### src/rtl/dfpc_pkg.sv
`timescale 1ns / 1ps
// ----------------------------------------------------------------------------
// dfpc_pkg
// Shared types and constants of the depth forest pixel classifier.
// ----------------------------------------------------------------------------
package dfpc_pkg;

  typedef enum logic [1:0] {
    OP_DEPTH    = 2'd0,
    OP_NODE     = 2'd1,
    OP_LEAF     = 2'd2,
    OP_CLASSIFY = 2'd3
  } op_t;

  localparam logic [2:0] REG_FRAME_WIDTH  = 3'd0;
  localparam logic [2:0] REG_FRAME_HEIGHT = 3'd1;
  localparam logic [2:0] REG_LABEL_COUNT  = 3'd2;
  localparam logic [2:0] REG_TREE_COUNT   = 3'd3;
  localparam logic [2:0] REG_BACKGROUND   = 3'd4;

  // pixel * depth + offset fits in 26 signed bits; the tree sum fits as well
  localparam int NUMW = 26;
  localparam int QDEPTH = 2;

  typedef struct packed {
    logic        [11:0] leaf_ref;
    logic signed [17:0] thr;
    logic signed [23:0] vy;
    logic signed [23:0] vx;
    logic signed [23:0] uy;
    logic signed [23:0] ux;
  } node_t;

  typedef struct packed {
    op_t                op;
    logic               wr_ok;
    logic        [15:0] sat;
    logic        [1:0]  tree_sel;
    logic        [11:0] entry_index;
    logic        [4:0]  label_sel;
    logic        [7:0]  pos_x;
    logic        [7:0]  pos_y;
    node_t              node;
  } item_t;

  typedef struct packed {
    logic full;
    logic empty;
  } front_stat_t;

  typedef struct packed {
    logic busy;
  } back_stat_t;

endpackage

### src/rtl/dfpc_front.sv
`timescale 1ns / 1ps
// ----------------------------------------------------------------------------
// dfpc_front
// Input side: unpacks and range-checks items, then holds them in a short
// queue for the execution side.
// ----------------------------------------------------------------------------
module dfpc_front #(
  parameter int MAX_WIDTH  = 256,
  parameter int MAX_HEIGHT = 256,
  parameter int TREE_DEPTH = 12,
  parameter int MAX_TREES  = 4,
  parameter int MAX_LABELS = 32,
  parameter int MAX_LEAVES = 2048
) (
  input  logic                  clk,
  input  logic                  rst,
  input  logic                  in_valid,
  output logic                  in_ready,
  input  logic [167:0]          in_data,
  input  logic [1:0]            in_user,
  output logic                  out_valid,
  input  logic                  out_ready,
  output dfpc_pkg::item_t       out_item,
  output dfpc_pkg::front_stat_t stat
);

  localparam int PW = (dfpc_pkg::QDEPTH > 1) ? $clog2(dfpc_pkg::QDEPTH) : 1;
  localparam int CW = $clog2(dfpc_pkg::QDEPTH + 1);

  dfpc_pkg::item_t   dec;
  dfpc_pkg::item_t   q [dfpc_pkg::QDEPTH];
  logic [PW-1:0]     wptr;
  logic [PW-1:0]     rptr;
  logic [CW-1:0]     count;
  logic signed [17:0] data;
  logic              push;
  logic              pop;

  assign data = $signed(in_data[148:131]);

  always_comb begin
    dec.op               = dfpc_pkg::op_t'(in_user);
    dec.tree_sel         = in_data[1:0];
    dec.entry_index      = in_data[13:2];
    dec.label_sel        = in_data[18:14];
    dec.pos_x            = in_data[26:19];
    dec.pos_y            = in_data[34:27];
    dec.node.ux          = $signed(in_data[58:35]);
    dec.node.uy          = $signed(in_data[82:59]);
    dec.node.vx          = $signed(in_data[106:83]);
    dec.node.vy          = $signed(in_data[130:107]);
    dec.node.thr         = data;
    dec.node.leaf_ref    = in_data[160:149];
    if (data < 0) begin
      dec.sat = 16'd0;
    end else if (data > 18'sd65535) begin
      dec.sat = 16'hFFFF;
    end else begin
      dec.sat = data[15:0];
    end
    unique case (dec.op)
      dfpc_pkg::OP_DEPTH: dec.wr_ok = (32'(dec.pos_x) < MAX_WIDTH) &&
                                      (32'(dec.pos_y) < MAX_HEIGHT);
      dfpc_pkg::OP_NODE:  dec.wr_ok = (32'(dec.tree_sel) < MAX_TREES) &&
                                      (32'(dec.entry_index) < (2 ** TREE_DEPTH));
      dfpc_pkg::OP_LEAF:  dec.wr_ok = (32'(dec.tree_sel) < MAX_TREES) &&
                                      (32'(dec.entry_index) < MAX_LEAVES) &&
                                      (32'(dec.label_sel) < MAX_LABELS);
      default:            dec.wr_ok = 1'b0;
    endcase
  end

  assign in_ready   = (count != CW'(dfpc_pkg::QDEPTH));
  assign out_valid  = (count != '0);
  assign out_item   = q[rptr];
  assign push       = in_valid && in_ready;
  assign pop        = out_valid && out_ready;
  assign stat.full  = !in_ready;
  assign stat.empty = !out_valid;

  always_ff @(posedge clk) begin
    if (rst) begin
      wptr  <= '0;
      rptr  <= '0;
      count <= '0;
    end else begin
      if (push) begin
        wptr <= (wptr == PW'(dfpc_pkg::QDEPTH - 1)) ? '0 : wptr + 1'b1;
      end
      if (pop) begin
        rptr <= (rptr == PW'(dfpc_pkg::QDEPTH - 1)) ? '0 : rptr + 1'b1;
      end
      if (push && !pop) begin
        count <= count + 1'b1;
      end else if (pop && !push) begin
        count <= count - 1'b1;
      end
    end
  end

  always_ff @(posedge clk) begin
    if (push) begin
      q[wptr] <= dec;
    end
  end

endmodule

### config.mk
export PLATFORM = sky130hd
export DESIGN_NAME = dfpc_front
export DESIGN_NICKNAME = d
export VERILOG_FILES = /design/src/rtl/dfpc_pkg.sv /design/src/rtl/dfpc_front.sv
export SDC_FILE = /design/constraint.sdc
export NUM_CORES = 1
export LEC_CHECK = 0
export BUFFER_PORTS_ARGS = -buffer_cell sky130_fd_sc_hd__buf_4
export CAP_MARGIN = 20
export CORE_UTILIZATION = 52
export DETAILED_ROUTE_END_ITERATION = 10
export PLACE_DENSITY = 0.83
export SLEW_MARGIN = 10
export SYNTH_ARGS = -nofsm -noshare
export SYNTH_HDL_FRONTEND = slang
export SYNTH_SLANG_ARGS = --single-unit
### constraint.sdc
create_clock -name clk -period 6.7 [get_ports clk]
set_input_delay 0.335 -clock clk [delete_from_list [all_inputs] [get_ports clk]]
set_output_delay 0.335 -clock clk [all_outputs]
set_load 0.01 [all_outputs]
==> flow_metrics.py <==
metrics = {
    "synthesis": {
        "netlist_area_sq_um": 13400,
        "synth_top_area_share_pct": 80.8,
        "synth_edf_count": 360,
        "yosysTopAreaCell": "edfxtp_1",
        "synthArstFlopShare_pct": 0,
        "synth.avg_cell_area_sq_um": 21.4,
        "ys_warn_count": 0,
        "synth_seq_cells": 365,
        "ys.flop_type": "edfxtp_1",
        "syn-num-nets": 799,
        "yosysSeqAreaShare_pct": 81.5,
        "synth_common_cells": "edfxtp_1, mux2_2, nor2_1, buf_6, buf_2",
        "ys_types": 17,
        "yosysMostFrequentCell": "edfxtp_1",
        "synth.area.top_cells": "edfxtp_1, mux2_2, nor2_1, buf_6, dfxtp_1",
        "syn-instance-count": 624,
    },
    "timing": {
        "fin_crit_ps": 3130,
        "fin_crit_sh_pct": 46.7,
        "setup_violations": 0,
        "slew_violations": 0,
        "finClkSkew_ps": 17.9,
        "finalHoldViolCount": 0,
        "rsz0062_at_grt": "false",
        "fmax_mhz": 320,
        "slew_headroom_pct": 27.5,
        "tightest_slew_ps": 1090,
        "holdWs_ps": 19.0,
        "tns_ps": 0,
    },
    "power_and_ir_drop": {
        "power.switching_uw": 1750,
        "p_comb_share_pct": 26.6,
        "p_total_uw": 6610,
        "p_int_uw": 4860,
        "p_clk_share_pct": 28.3,
        "switching_share_pct": 26.4,
        "power.density_nw_per_um2": 375,
        "power.leakage_uw": 0.00654,
        "p_seq_share_pct": 45.1,
        "peakVddDrop_uv": 317,
    },
    "clocking": {
        "worstSkewPairLatency_ps": 500,
        "cts-buffers-inserted": 37,
        "cts.sinks": 365,
        "cts_resized": 0,
        "htreeDepth": 2,
        "path_clk_slew_ps": 60,
        "cts_tree": "built",
        "postCtsHoldBufs": 10,
        "post-cts-setup-buffers": 0,
        "cts-root-buf": "clkbuf_16",
        "ctsLongestPathBuffers": 3,
    },
    "finish": {
        "multi_input_area_sq_um": 2270,
        "nets": 1193,
        "synthToLayoutAreaGrowth_pct": 31.6,
        "layout-drive-gt1-share_pct": 56.3,
        "diodes": 0,
        "fill_cells": 1540,
        "utilization_pct": 69.9,
        "postLayoutCellArea_sq_um": 17600,
        "seqCellArea_sq_um": 10900,
    },
    "global_routing": {
        "antenna_found_initial": 0,
        "grt-ovfl-total": 0,
        "grt_pass1_wl_um": 40200,
        "track_usage_pct": 20.2,
        "grt_pass1_vias": 7448,
        "grt_max_degree": 81,
    },
    "die": {
        "die_h_um": 162,
        "core_sq_um": 25200,
        "dieWidth_um": 162,
        "placementRows": 58,
        "dieArea_sq_um": 26400,
        "start_util_pct": 53.1,
        "ioPinCount": 358,
    },
    "critical_path": {
        "crit_path_end_kind": "primary output",
        "crit_chain": "buf_4, mux2_2, buf_4",
        "crit_arrival_ps": 2790,
        "crit_fanout": 76,
        "slowest_stage": "buf_4",
        "cp.required_ps": 6360,
        "cp_common_cell": "buf_4",
        "critPathMaxStageDelay_ps": 840,
        "startpoint_type": "register",
        "r2r_cells": 5,
        "path_class": "reg2out",
    },
    "detailed_routing": {
        "drc": 0,
        "via_per_inst": 5.20,
        "routed_wl_um": 27800,
        "drt_first_pass_iters": 4,
        "wl_per_cell_um": 20.3,
        "wl_met1_um": 9840,
        "drt_iter0_drc": 436,
        "top_layer": "met4",
        "dr_wl_met2_um": 14300,
        "ant_nets": 0,
        "met3_length_um": 2750,
        "vias": 7136,
    },
    "min_path": {
        "hold_class": "in2reg",
        "whs_path_depth": 1,
    },
    "placement": {
        "dp_hpwl_um": 17300,
        "place_area_sq_um": 16300,
        "gp_congestion": 0.755,
        "numPortBuffers": 350,
    },
    "status": {
        "status": "finished clean",
    },
    "flow_run": {
        "drv_cap": 0,
    },
}
-- per-stage QoR --
step	std cells	setup slack [ps]
2_1_floorplan	624	1750
3_3_place_gp	1286	4040
3_5_place_dp	1286	4010
4_1_cts	1359	3540
5_1_grt	1372	3430
6_report	1372	3570
-- flip-flops by register name, summed over array words and instances (netlist names), named ones only --
signal and count:
count 2, rptr 1, wptr 1, q 360
-- power by group through the flow --
stage          Clock [uW]  Sequential (uW)  Combinational, uW
5_1_grt              1990             3010               1860
3_5_place_dp            0             3030               1740
2_1_floorplan           0             3010                992
4_1_cts              1900             2990               1770
3_3_place_gp            0             3010               1730
6_report             1870             2980               1760
-- layer usage --
| metal | up-vias | track usage, % |
|---|---|---|
| met2 | 321 | 35.3 |
| met1 | 3512 | 22.3 |
| met5 | - | 0 |
| met4 | 0 | 8.06 |
| met3 | 71 | 7.10 |
| li1 | 3232 | - |
-- worst max-delay path: cells and delay by family (launching register included) --
kind,cells,cell delay (ps)
buffers and inverters,2,990
multiplexers,1,460
flip-flops,1,720
-- cell families after synthesis --
| family | synth area share (%) |
|---|---|
| xor gates and xnor gates | 0.196 |
| AOI/OAI and AO/OA | 0.224 |
| buffers and inverters | 1.50 |
| DFF | 81.5 |
| and+or+nand+nor | 1.31 |
| muxes | 15.1 |
| adders and majority gates | 0.0935 |
-- worst paths after layout --
check / startpoint / end / slack, ps
worst min register to register: wptr / wptr / 510
worst max-delay path: register / out_item[31] / 3570
worst max register to register: count[0] / q[0][108] / 4010
worst min-delay path: in_data[106] / q[1][71] / 20
-- area by class of cell --
| class | count | share of cell area, % |
|---|---|---|
| Clock buffer | 44 | 5.41 |
| Tap cell | 330 | 2.34 |
| Clock inverter | 19 | 0.774 |
| Multi-Input combinational cell | 231 | 12.9 |
| Timing Repair Buffer | 379 | 16.5 |
| Sequential cell | 365 | 62.0 |
| Inverter | 4 | 0.114 |
-- cells in the final DEF (no fill, tap or decap), types with 3 or more instances in the layout --
cell	instances
buf_4	356
clkbuf_1	7
clkbuf_16	37
clkinv_1	11
clkinv_2	4
dfxtp_1	4
dlygate4sd3_1	23
edfxtp_1	360
mux2_2	180
nor2_1	36
o21ai_0	4
xor2_1	3
Note: power is estimated with default switching activity, not from simulation.
